### src/rtl/core/atc_div.sv
// Restoring divider, one quotient bit per cycle.
// Depends on nothing but its parameters.
module atc_div #(
    parameter int NW = 31,
    parameter int DW = 14
) (
    input  logic          clk,
    input  logic          rst_n,
    input  logic          start,
    input  logic [NW-1:0] num,
    input  logic [DW-1:0] den,
    output logic [NW-1:0] quot,
    output logic          done
);

    localparam int CNT_W = $clog2(NW + 1);

    logic [NW-1:0]    q_reg;
    logic [DW-1:0]    rem_reg;
    logic [DW-1:0]    den_reg;
    logic [CNT_W-1:0] cnt_reg;
    logic             done_reg;
    logic [DW:0]      trial;
    logic             ge;

    // shift the next numerator bit into the partial remainder
    assign trial = {rem_reg, q_reg[NW-1]};
    assign ge    = trial >= {1'b0, den_reg};

    always_ff @(posedge clk or negedge rst_n)
    begin
        if (!rst_n)
        begin
            cnt_reg  <= '0;
            done_reg <= 1'b0;
        end
        else if (start)
        begin
            cnt_reg  <= CNT_W'(NW);
            done_reg <= 1'b0;
        end
        else if (cnt_reg != '0)
        begin
            cnt_reg  <= cnt_reg - 1'b1;
            done_reg <= (cnt_reg == CNT_W'(1));
        end
        else
        begin
            done_reg <= 1'b0;
        end
    end

    always_ff @(posedge clk)
    begin
        if (start)
        begin
            q_reg   <= num;
            rem_reg <= '0;
            den_reg <= den;
        end
        else if (cnt_reg != '0)
        begin
            rem_reg <= ge ? DW'(trial - {1'b0, den_reg}) : trial[DW-1:0];
            q_reg   <= {q_reg[NW-2:0], ge};
        end
    end

    assign quot = q_reg;
    assign done = done_reg;

endmodule

### config.mk
export PLATFORM = sky130hd
export DESIGN_NAME = atc_div
export DESIGN_NICKNAME = d
export VERILOG_FILES = /design/src/rtl/core/atc_div.sv
export SDC_FILE = /design/constraint.sdc
export NUM_CORES = 1
export LEC_CHECK = 0
export BUFFER_PORTS_ARGS = -buffer_cell sky130_fd_sc_hd__buf_2
export CAP_MARGIN = 20
export CORE_ASPECT_RATIO = 0.5
export CORE_MARGIN = 2
export CORE_UTILIZATION = 30
export DETAILED_ROUTE_END_ITERATION = 10
export SLEW_MARGIN = 30
export SYNTH_ARGS = -nofsm -noshare
export SYNTH_HDL_FRONTEND = slang
export SYNTH_SLANG_ARGS = --single-unit
export TNS_END_PERCENT = 50
### constraint.sdc
create_clock -name clk -period 2.1 [get_ports clk]
set_input_delay 0.315 -clock clk [delete_from_list [all_inputs] [get_ports clk]]
set_output_delay 0.315 -clock clk [all_outputs]
set_load 0.03 [all_outputs]
==> impl_metrics.env <==
export IMPL_hold_start="den[12]"
export IMPL_syn_nets=360
export IMPL_ys_seq_elements=65
export IMPL_synth_cell_types=50
export IMPL_drive_gt1_frac=0.5191
export IMPL_min_to="den_reg[12]"
export IMPL_violations="negative setup slack"
export IMPL_max_stage_delay_ns=0.39
export IMPL_grt_pass1_wl_mm=13.37
export IMPL_clockBufferDepth=2
export IMPL_start_util=0.3081
export IMPL_cts_tree="done"
export IMPL_clock_sinks=65
export IMPL_cts_buffers=9
export IMPL_ys_flop_type="edfxtp_1"
export IMPL_die_x_um=154.4
export IMPL_hold_class="in -> reg"
export IMPL_status="complete, but fails checks"
export IMPL_antenna_found_initial=0
export IMPL_htreeDepth=3
export IMPL_die_h_um=79.21
export IMPL_rsz0062_at_grt="true"
export IMPL_viasPerCell=4.714
export IMPL_path_clk_slew_ns=0.05
export IMPL_place_congestion=0.8405
export IMPL_wl_met2_mm=3.842
export IMPL_yosysWarningCount=0
export IMPL_port_buffers=79
export IMPL_path_max_fanout=4
export IMPL_postLayoutCoreUtil=0.4526
export IMPL_syn_to_final_growth_pct=46.90
export IMPL_vias=2781
export IMPL_r2r_start="quot[30]"
export IMPL_slew_headroom=0.7113
export IMPL_synth_edff_count=45
export IMPL_wl_met3_um=420
export IMPL_post_drt_wl_per_cell_um=14.08
export IMPL_top_layer="met4"
export IMPL_routed_wl_mm=8.309
export IMPL_fin_area_sq_mm=0.004985
export IMPL_coreArea_sq_mm=0.01101
export IMPL_yosysSeqAreaShare=0.5251
export IMPL_layout_setup_ws_ns=-0.3149
export IMPL_drt_met1_wl_mm=3.955
export IMPL_slew_viol_final=0
export IMPL_netlist_area_sq_mm=0.003393
export IMPL_rows=27
export IMPL_finalSetupTns_ns=-1.978
export IMPL_rr_endpoint="rem_reg[10]"
export IMPL_maxCapViolCount=0
export IMPL_ys_async_sr_fraction=0.09231
export IMPL_grt_pass1_vias=2728
export IMPL_required_ns=2.31
export IMPL_netlist_top_cells_count="edfxtp_1 (45), mux2_2 (30), nand2_1 (30)"
export IMPL_fin_skew_ns=0.004691
export IMPL_largest_reg_flops=31
export IMPL_worstPathArrival_ns=2.63
export IMPL_firstDrtPassIters=6
export IMPL_reg2reg_depth=11
export IMPL_drc_errors=0
export IMPL_synth_cells=293
export IMPL_ant_nets=0
export IMPL_avgSynthCellArea_sq_um=11.58
export IMPL_grt_max_degree=25
export IMPL_nets=507
export IMPL_endpoint_kind="register"
export IMPL_max_freq_mhz=414.1
export IMPL_min_path_cells=1
export IMPL_tightest_slew_ns=0.4328
export IMPL_crit_type="reg -> reg"
export IMPL_synth_top_area_share=0.3982
export IMPL_initialDrtViolationCount=158
export IMPL_io_pins=80
export IMPL_power_density_mw_per_mm2=697.5
export IMPL_synth_top_cell_by_area="edfxtp_1"
export IMPL_dpl_instance_area_sq_mm=0.004409
export IMPL_hpwlAfterDp_mm=5.874
export IMPL_clk_latency_ns=0.33
export IMPL_setup_viol=13
export IMPL_synth_most_common_cell="edfxtp_1"
export IMPL_min_period_ns=2.415
export IMPL_fp_dieArea_sq_mm=0.01223
export IMPL_grt_usage=0.1410
export IMPL_cts_root_buf="clkbuf_16"
export IMPL_period_share=1.150
export IMPL_ys_top_cells_by_area="edfxtp_1 (40%), mux2_2 (10%), dfxtp_1 (8.3%)"
export IMPL_grt_overflow=0
export IMPL_ff2ff_setup_slack_ns=-0.31
export IMPL_finalHoldViolations=0
export IMPL_cp_common_cell="inv_2"
export IMPL_n_antenna_cell=0
export IMPL_path_cells="inv_2 -> ha_4 -> inv_2 -> fa_2 -> a21o_1 -> a221oi_2 -> buf_4 -> nor2_1 -> o41ai_2 -> xor2_1 -> o21ai_1"
export IMPL_crit_slowest_cell="edfxtp_1"
export IMPL_p_leak_nw=2.185
export IMPL_crit_start="quot[30]"
export IMPL_crit_path_start_kind="register"
export IMPL_max_vdd_ir_drop_uv=487.4
==> report_power, final <==
group          switching [mW]  internal [mW]  leakage (nW)  total (mW)
logic                   0.348          0.295          1.42       0.643
clock network           0.518          0.794         0.122        1.31
registers              0.0455           1.48         0.643        1.52
total                   0.911           2.57          2.19        3.48
==> critical path: cells and delay by family (launching register included) <==
kind	cells	cell delay, ns
adders and majority gates	2	0.48
and+or+nand+nor	1	0.05
buffers and inverters	3	0.29
DFF	1	0.39
AOI/OAI and AO/OA	4	0.81
xor gates and xnor gates	1	0.27
==> cell families after synthesis <==
group | synth area share
compound gates | 0.1375
xor+xnor | 0.02323
fa+ha+maj | 0.07227
buf+inv | 0.03577
flops | 0.5251
mux | 0.09956
simple gates | 0.1066
==> final cells by class <==
type | instances | area [sq um]
clock buffers | 14 | 244.0
clock inverters | 2 | 8.758
fillers | 1028 | 6028
inverters | 18 | 67.56
multi-input cells | 197 | 1758
flip-flops and latches | 65 | 1783
well taps | 145 | 181.4
repair buffers | 149 | 942.2
==> cells in the final DEF, fill, tap and decap left out, types with 6 or more instances in the layout <==
master / Yosys / final
buf_4: 0 / 64
edfxtp_1: 45 / 45
ha_1: 18 / 9
nor2_1: 18 / 18
a21o_1: 6 / 6
dfrtp_1: 6 / 6
a21oi_1: 13 / 11
buf_2: 4 / 79
inv_1: 18 / 13
mux2_2: 30 / 30
ha_4: 0 / 8
dfxtp_1: 14 / 13
clkbuf_16: 0 / 9
nand2_1: 30 / 26
==> through the flow <==
step / hold WS [ns] / std cells / power, mW / setup slack [ns]
floorplan: 0.01941 / 293 / 1.895 / -0.2554
global placement: 0.1520 / 563 / 2.110 / -0.2681
detailed placement: 0.1515 / 563 / 2.116 / -0.2663
CTS: 0.1458 / 583 / 3.483 / -0.2710
global route: 0.1442 / 590 / 3.663 / -0.4200
finish: 0.1603 / 590 / 3.477 / -0.3149
==> worst max-delay path by stage <==
stage | end | slack (ns)
floorplan | rem_reg[10] | -0.26
global placement | rem_reg[10] | -0.27
detailed placement | rem_reg[10] | -0.27
CTS | rem_reg[10] | -0.27
global route | rem_reg[10] | -0.42
finish | rem_reg[10] | -0.31
==> what timing repair did <==
| item | 4_1_cts | 5_1_grt |
|---|---|---|
| endpoints found under the setup margin | 14 | 14 |
| pin swaps | 20 | 20 |
| hold buffers | 1 | 0 |
| buffers inserted | 4 | 7 |
| hold endpoints to repair | 6 | 0 |
| resized for setup | 21 | 24 |
==> per-layer routing <==
layer  global-route usage  vias up
li1                     -     1389
met1               0.1845     1322
met2               0.2183       61
met3              0.05131        9
met4              0.04444        0
met5                    0        -
Power figures use the tool's default switching activity.
