**src/rtl/core/atc_pkg.sv**
```systemverilog
// Shared constants and codes for the autocorrelation tempo estimator.
// Used by atc_store, atc_front and the top level under rtl/core; depends on nothing.
package atc_pkg;

    // field and internal widths
    localparam int SR_W     = 18;   // sample rate register
    localparam int BPM_W    = 10;   // tempo limits
    localparam int STEP_W   = 11;   // decimation step, up to 1310
    localparam int SAMP_W   = 16;   // audio sample
    localparam int VAL_W    = 17;   // envelope value, 0..65536
    localparam int LAG_W    = 14;   // correlation lag, up to 12000
    localparam int TEMPO_W  = 22;
    localparam int STATUS_W = 3;
    localparam int FRAME_W  = 32;
    localparam int DIFF_W   = VAL_W + 1;
    localparam int PROD_W   = 2 * DIFF_W;
    localparam int ACC_W    = 64;

    // envelope rate is 200 points per second
    localparam int unsigned BPM_SCALE  = 12000;          // 60 * 200
    localparam int unsigned TEMPO_NUM  = 12000 * 256;    // Q8 numerator
    localparam int unsigned MIN_FRAMES_PER_STEP = 400;
    localparam int unsigned MIN_POINTS = 200;

    // smoother coefficients, Q16
    localparam int unsigned COEF_KEEP = 55706;
    localparam int unsigned COEF_NEW  = 9830;
    localparam int unsigned ROUND_HALF = 32768;

    // step = sample_rate / 200 = (sample_rate >> 3) * 41944 >> 20
    localparam int unsigned STEP_RECIP = 41944;
    localparam int STEP_SHIFT = 20;

    // reset values of the configuration
    localparam logic [STEP_W-1:0] STEP_RESET    = 11'd240;
    localparam logic [BPM_W-1:0]  MIN_BPM_RESET = 10'd60;
    localparam logic [BPM_W-1:0]  MAX_BPM_RESET = 10'd200;

    // configuration register indexes
    localparam logic [1:0] REG_SAMPLE_RATE = 2'd0;
    localparam logic [1:0] REG_MIN_BPM     = 2'd1;
    localparam logic [1:0] REG_MAX_BPM     = 2'd2;

    // status codes
    localparam logic [STATUS_W-1:0] ST_OK        = 3'd0;
    localparam logic [STATUS_W-1:0] ST_BAD_RANGE = 3'd1;
    localparam logic [STATUS_W-1:0] ST_SHORT     = 3'd2;
    localparam logic [STATUS_W-1:0] ST_LONG_LAG  = 3'd3;
    localparam logic [STATUS_W-1:0] ST_WEAK_PEAK = 3'd4;

endpackage

```
**src/rtl/core/atc_front.sv**
```systemverilog
// Front end: decimation, level detect, one-pole smoother, envelope write.
// Uses atc_pkg; feeds atc_store and the analysis sequencer.
module atc_front
    import atc_pkg::*;
#(
    parameter int DEPTH = 8192
) (
    input  logic                       clk,
    input  logic                       rst_n,
    input  logic                       accept,
    input  logic signed [SAMP_W-1:0]   left_sample,
    input  logic signed [SAMP_W-1:0]   right_sample,
    input  logic [STEP_W-1:0]          step,
    input  logic                       clr,
    output logic                       busy,
    output logic [FRAME_W-1:0]         frames,
    output logic [$clog2(DEPTH+1)-1:0] count,
    output logic [$clog2(DEPTH+1)+15:0] sum,
    output logic                       we,
    output logic [$clog2(DEPTH)-1:0]   waddr,
    output logic [VAL_W-1:0]           wdata
);

    localparam int CW = $clog2(DEPTH + 1);
    localparam int AW = $clog2(DEPTH);
    localparam int SW = CW + 16;

    logic [FRAME_W-1:0] frames_reg;
    logic [STEP_W-1:0]  phase_reg;
    logic               a_valid_reg;
    logic [VAL_W-1:0]   x_reg;
    logic [31:0]        kx_reg;
    logic [VAL_W-1:0]   s_reg;
    logic [CW-1:0]      count_reg;
    logic [SW-1:0]      sum_reg;

    logic [VAL_W-1:0]   x;
    logic [VAL_W-1:0]   s_src;
    logic [33:0]        s_full;
    logic [VAL_W-1:0]   s_new;
    logic [STEP_W:0]    phase_inc;
    logic               room;

    // level of the mean of both channels, doubled: |l + r|
    always_comb
    begin
        logic signed [VAL_W-1:0] lr;
        lr = VAL_W'(left_sample) + VAL_W'(right_sample);
        x  = lr[VAL_W-1] ? VAL_W'(-lr) : VAL_W'(lr);
    end

    assign phase_inc = {1'b0, phase_reg} + 1'b1;

    // frame count and decimation phase
    always_ff @(posedge clk or negedge rst_n)
    begin
        if (!rst_n)
        begin
            frames_reg  <= '0;
            phase_reg   <= '0;
            a_valid_reg <= 1'b0;
        end
        else if (clr)
        begin
            frames_reg  <= '0;
            phase_reg   <= '0;
            a_valid_reg <= 1'b0;
        end
        else
        begin
            a_valid_reg <= accept && (phase_reg == '0);
            if (accept)
            begin
                if (frames_reg != '1)
                begin
                    frames_reg <= frames_reg + 1'b1;
                end
                phase_reg <= (phase_inc >= {1'b0, step}) ? '0 : phase_inc[STEP_W-1:0];
            end
        end
    end

    // new-sample term of the smoother, rounding constant folded in
    always_ff @(posedge clk)
    begin
        if (accept)
        begin
            x_reg  <= x;
            kx_reg <= 32'(x * 32'(COEF_NEW)) + 32'(ROUND_HALF);
        end
    end

    // recurrence: s = (s*keep + x*new + half) >> 16, first point loads s = x
    assign s_src  = (count_reg == '0) ? x_reg : s_reg;
    assign s_full = 34'(s_src * 34'(COEF_KEEP)) + 34'(kx_reg);
    assign s_new  = s_full[16 +: VAL_W];
    assign room   = count_reg < CW'(DEPTH);

    always_ff @(posedge clk or negedge rst_n)
    begin
        if (!rst_n)
        begin
            s_reg     <= '0;
            count_reg <= '0;
            sum_reg   <= '0;
        end
        else if (clr)
        begin
            s_reg     <= '0;
            count_reg <= '0;
            sum_reg   <= '0;
        end
        else if (a_valid_reg)
        begin
            s_reg <= s_new;
            if (room)
            begin
                count_reg <= count_reg + 1'b1;
                sum_reg   <= sum_reg + SW'(s_new);
            end
        end
    end

    assign busy   = a_valid_reg;
    assign frames = frames_reg;
    assign count  = count_reg;
    assign sum    = sum_reg;
    assign we     = a_valid_reg && room;
    assign waddr  = count_reg[AW-1:0];
    assign wdata  = s_new;

endmodule

```
**config.mk**
```make
export PLATFORM = sky130hd
export DESIGN_NAME = atc_front
export DESIGN_NICKNAME = d
export VERILOG_FILES = /design/src/rtl/core/atc_pkg.sv /design/src/rtl/core/atc_front.sv
export SDC_FILE = /design/constraint.sdc
export NUM_CORES = 1
export LEC_CHECK = 0
export BUFFER_PORTS_ARGS = -buffer_cell sky130_fd_sc_hd__buf_2
export CAP_MARGIN = 15
export CORE_MARGIN = 4
export CORE_UTILIZATION = 63
export DETAILED_ROUTE_END_ITERATION = 12
export HOLD_SLACK_MARGIN = 0.08
export PLACE_DENSITY = 0.83
export SLEW_MARGIN = 10
export SYNTH_ARGS = -nofsm -noshare
export SYNTH_HDL_FRONTEND = slang
export SYNTH_SLANG_ARGS = --single-unit
```
**constraint.sdc**
```tcl
create_clock -name clk -period 12.15 [get_ports clk]
set_input_delay 0.6075 -clock clk [delete_from_list [all_inputs] [get_ports clk]]
set_output_delay 0.6075 -clock clk [all_outputs]
set_load 0.01 [all_outputs]
```
==> out/metrics.csv, run 1 <==
metric;value;unit
r2r.worst_path.cells;42;
cp-start-kind;flip-flop;
slew_headroom;0.313;
avgSynthCellArea;9.26;µm²
ys_seq_elements;152;
grt_usage;0.285;
wire_per_inst;18.0;µm
worstMarginPinSlew;1.03;ns
placed_area;20200;µm²
cts_sinks;152;
top_layer_used;met4;
min_path_cells;2;
netlist_area;19100;µm²
cts_buffers;17;
routabilityCongestion;1.00;
h-tree-depth;4;
yosysSeqAreaShare;0.211;
fin_setup_tns;0;ns
worstSetupPathType;flip-flop to flip-flop;
crit_fanout;19;
whs_endpoint;frames[20];
ys_warn_count;0;
insertion_delay;0.43;ns
rsz0062_at_grt;no;
drt_first_pass_iters;5;
dp_hpwl;39000;µm
fin_crit_sh;0.926;
synthFlopType;dfrtp_1;
synth_edf_count;47;
die_h;182;µm
n_antenna_cell;0;
wl_met3;2160;µm
cts_tree;done;
fin_area;20800;µm²
final_hold_viol_count;0;
hp-start;clr;
grt_pass1_vias;15351;
wl;46700;µm
met1Wirelength;20600;µm
maxCapViolCount;0;
synth_top_area_cell;ha_1;
crit_path_frequent_cell;ha_1;
cp.required;12.43;ns
cp_slowest_cell;fa_1;
hp-class;input port to flip-flop;
rows;63;
drv_slew;0;
endpoint_kind;flip-flop;
slowest_delay;0.55;ns
worstPathArrival;11.53;ns
largest_reg_flops;32;
fin_nets;2695;
synth_nets;2564;
max_freq;88.9;MHz
num_io_pins;155;
area_delta_synth_final;8.70;%
port_buffers;154;
fin_util;0.697;
clock_skew;0.0244;ns
cts_setup_buffers;0;
core_area;29800;µm²
clkTransAtPathRegs;0.08;ns
drive_gt1_frac;0.107;
reg2reg_slack;0.90;ns
holdWs;0.448;ns
drcViolationCount;0;
clk_path_buf_depth;2;
via_per_inst;5.84;
layout_min_cycle_time;11.25;ns
initial_core_util;0.641;
drtIter0Drc;926;
setup_viol;0;
grt.overflow.total;0;
fp.dieW;182;µm
post_synth_num_cell_types;83;
status;completed;
syn_inst;2063;
antenna_found_initial;0;
ys_top_cells_by_area;ha_1 20%, fa_1 16%, dfrtp_1 14%;
r2r-end;sum[27];
cts_root_buf;clkbuf_16;
wl_met2;22500;µm
grt_max_degree;95;
vias;15163;
grt_pass1_wl;77800;µm
yosysTopAreaCellShare;0.196;
synth-async-reset-ratio;0.691;
worstReg2RegStart;count[0];
dieArea;33200;µm²
drtAntennaViolNets;0;
cell usage after synthesis (4+ instances only):
| cell | instances |
|---|---|
| buf_1 | 5 |
| mux2i_1 | 18 |
| dfrtp_1 | 105 |
| o21ai_1 | 9 |
| nand4_1 | 17 |
| nor3_1 | 14 |
| o21bai_1 | 13 |
| and4_1 | 14 |
| or3_1 | 25 |
| nor4_1 | 9 |
| inv_1 | 320 |
| xor2_1 | 67 |
| buf_4 | 13 |
| nor2_1 | 125 |
| a211oi_1 | 9 |
| o21ai_0 | 66 |
| a21o_1 | 60 |
| o31a_1 | 4 |
| and3_1 | 37 |
| o21a_1 | 16 |
| mux2_2 | 15 |
| and2_1 | 12 |
| nand2b_1 | 25 |
| a21oi_1 | 115 |
| xnor2_1 | 105 |
| a21oi_2 | 4 |
| nor3b_1 | 4 |
| nand2_1 | 155 |
| nor2b_1 | 12 |
| clkbuf_1 | 28 |
| edfxtp_1 | 47 |
| nand3b_1 | 5 |
| fa_1 | 154 |
| o31ai_1 | 6 |
| ha_1 | 300 |
| a221oi_1 | 6 |
| nand3_1 | 38 |
| o211ai_1 | 8 |
| a31oi_1 | 11 |
what timing repair did:
action,CTS,global route
endpoints found under the hold margin,13,0
endpoints found under the setup margin,0,5
hold buffers,1,0
resized for setup,0,3
kinds of logic (layout without fill, tap and decap cells):
| logic type | count (synthesis) | after routing | synth area share |
|---|---|---|---|
| AND/OR/NAND/NOR | 511 | 511 | 0.133 |
| adder cells (fa/ha/maj) | 454 | 454 | 0.358 |
| buffers and inverters | 372 | 516 | 0.0762 |
| AO/OA/AOI/OAI | 368 | 368 | 0.124 |
| XOR/XNOR | 173 | 173 | 0.0797 |
| flip-flops | 152 | 152 | 0.211 |
| multiplexers | 33 | 33 | 0.0183 |
critical path: cells and delay by family, from the launching register on:
kind / cells / cell delay, ns
DFF: 1 / 0.42
adders and majority gates: 10 / 3.92
AOI/OAI and AO/OA: 14 / 3.36
buffers and inverters: 4 / 0.55
xor gates and xnor gates: 2 / 0.69
and+or+nand+nor: 11 / 1.74
muxes: 1 / 0.37
how the worst max path moves through the flow:
stage | start | end | cells after the start
floorplan | count[0] | sum[24] | 45
global placement | count[0] | sum[25] | 41
detailed placement | count[0] | sum[27] | 41
CTS | count[0] | sum[27] | 41
global route | count[0] | sum[29] | 42
finish | count[0] | sum[27] | 42
routing by layer:
metal	vias to the layer above	track usage
li1	7240	-
met1	7396	0.394
met2	448	0.477
met3	79	0.0307
met4	0	0.0850
met5	-	0
layout by cell type (no fill, tap or decap), types with 5 or more instances in the layout:
cell,count
inv_1,320
ha_1,300
nand2_1,155
fa_1,154
buf_2,152
nor2_1,125
a21oi_1,115
xnor2_1,105
dfrtp_1,105
xor2_1,67
o21ai_0,66
a21o_1,60
edfxtp_1,47
nand3_1,38
and3_1,37
or3_1,25
nand2b_1,25
nand4_1,17
clkbuf_16,17
mux2i_1,16
o21a_1,16
mux2_2,15
nor3_1,14
and4_1,14
o21bai_1,13
nor2b_1,12
and2_1,12
a31oi_1,11
nor4_1,9
a211oi_1,9
o21ai_1,9
buf_4,9
o211ai_1,8
a221oi_1,6
o31ai_1,6
nand3b_1,5
final cells by class:
class / count / area (µm²)
repair buffers: 162 / 838
clock buffers: 18 / 429
clock inverters: 14 / 138
flip-flops and latches: 152 / 4040
inverters: 322 / 1210
fillers: 2302 / 9030
multi-input cells: 1539 / 13600
well taps: 390 / 488
stage by stage:
stage / std cells / setup WS, ns
final: 2597 / 0.905
after global placement: 2564 / 1.04
after floorplan: 2063 / 1.94
after CTS: 2597 / 0.717
after detailed placement: 2564 / 0.765
after global routing: 2597 / 0.200
Power of run 1 is not shown: default switching activity piles up to over one toggle a cycle in this logic, so the estimate is an artifact.
==> run 2, diff against run 1 <==
--- a/config.mk
+++ b/config.mk
@@ -7,3 +7,3 @@
 export LEC_CHECK = 0
-export BUFFER_PORTS_ARGS = -buffer_cell sky130_fd_sc_hd__buf_2
+export BUFFER_PORTS_ARGS = -buffer_cell sky130_fd_sc_hd__buf_4
 export CAP_MARGIN = 15
--- a/constraint.sdc
+++ b/constraint.sdc
@@ -3,2 +3,2 @@
 set_output_delay 0.6075 -clock clk [all_outputs]
-set_load 0.01 [all_outputs]
+set_load 0.05 [all_outputs]
==> out/metrics.csv, run 2 (synthesized netlist as in run 1, its figures left out) <==
metric;value;unit
status;completed;
setup_viol;0;
n_antenna_cell;0;
grt_max_degree;86;
slowest_delay;0.61;ns
drtIter0Drc;1118;
fp.dieW;182;µm
via_per_inst;5.90;
fin_area;21200;µm²
antenna_found_initial;0;
layout_min_cycle_time;11.36;ns
fin_cells;2597;
multiInputGateArea;13600;µm²
cts_buffers;17;
fin_setup_tns;0;ns
drtAntennaViolNets;0;
nFillCells;2278;
cts_setup_buffers;0;
vias;15320;
hp-class;input port to asynchronous set/reset pin;
max_freq;88.0;MHz
num_io_pins;155;
crit_path_frequent_cell;ha_1;
cp-start-kind;flip-flop;
routabilityCongestion;0.971;
worstPathArrival;11.66;ns
slew_headroom;0.396;
grt_usage;0.287;
final_cell_mix;320 x inv_1, 300 x ha_1, 162 x buf_4;
worstMarginPinSlew;0.897;ns
crit_family;compound AO/OA/AOI/OAI gates;
cp_slowest_cell;fa_1;
drive_gt1_frac;0.107;
rsz0062_at_grt;no;
wl;47200;µm
mostFrequentLayoutCell;inv_1;
ff_latch_area;4040;µm²
clkTransAtPathRegs;0.08;ns
cts_tree;done;
core_area;29800;µm²
drt_first_pass_iters;5;
grt_pass1_wl;77900;µm
h-tree-depth;4;
dp_hpwl;39000;µm
insertion_delay;0.44;ns
clock_skew;0.0180;ns
grt.overflow.total;0;
final_hold_viol_count;0;
drv_slew;0;
maxCapViolCount;0;
cts_sinks;152;
endpoint_kind;flip-flop;
clk_path_buf_depth;2;
wire_per_inst;18.2;µm
worst-path-buf-inv;4;
fin_crit_sh;0.935;
worstSetupPathType;flip-flop to flip-flop;
rows;63;
placed_area;20600;µm²
initial_core_util;0.641;
port_buffers;154;
dieArea;33200;µm²
holdWs;0.120;ns
cp.required;12.44;ns
grt_pass1_vias;15592;
crit_fanout;16;
die_h;182;µm
drcViolationCount;0;
largest_reg_flops;32;
fin_nets;2695;
cts_root_buf;clkbuf_16;
numPlacedInstances;2565;
area_delta_synth_final;10.7;%
run 2: cell type report:
class | instances | share of cell area
clock inverters | 15 | 0.00739
repair buffers | 162 | 0.0575
flip-flops and latches | 152 | 0.191
multi-input cells | 1539 | 0.644
clock buffers | 17 | 0.0201
inverters | 322 | 0.0571
well taps | 390 | 0.0231
run 2: per-stage QoR:
| step | setup slack, ns | util |
|---|---|---|
| finish | 0.788 | 0.710 |
| global route | 0.0659 | 0.710 |
| CTS | 0.709 | 0.710 |
| detailed placement | 0.834 | 0.690 |
| global placement | 1.29 | 0.690 |
| floorplan | 0.997 | - |
run 2: path summary, 6_finish.rpt:
check	from	to	slack [ns]	cells after the start
worst min-delay path	rst_n	phase_reg[0]	0.12	1
worst max register to register	count[0]	sum[25]	0.79	43
worst min register to register	s_reg[13]	s_reg[13]	0.54	2
max in group asynchronous	rst_n	sum[3]	10.74	2
worst max-delay path	count[0]	sum[25]	0.79	43
min in group clk	clr	frames[18]	0.51	2
run 2: what timing repair did:
item                                    in CTS  in global routing
endpoints found under the setup margin       0                  6
resized for setup                            0                  2
hold buffers                                 0                  0
run 2: per-layer routing:
layer | vias to the layer above | wire length (µm) | GRT usage
li1 | 7237 | - | -
met1 | 7427 | 19500 | 0.371
met2 | 538 | 23300 | 0.496
met3 | 118 | 2980 | 0.0490
met4 | 0 | 1350 | 0.0898
met5 | - | 0 | 0
Power of run 2 is left out for the same reason.
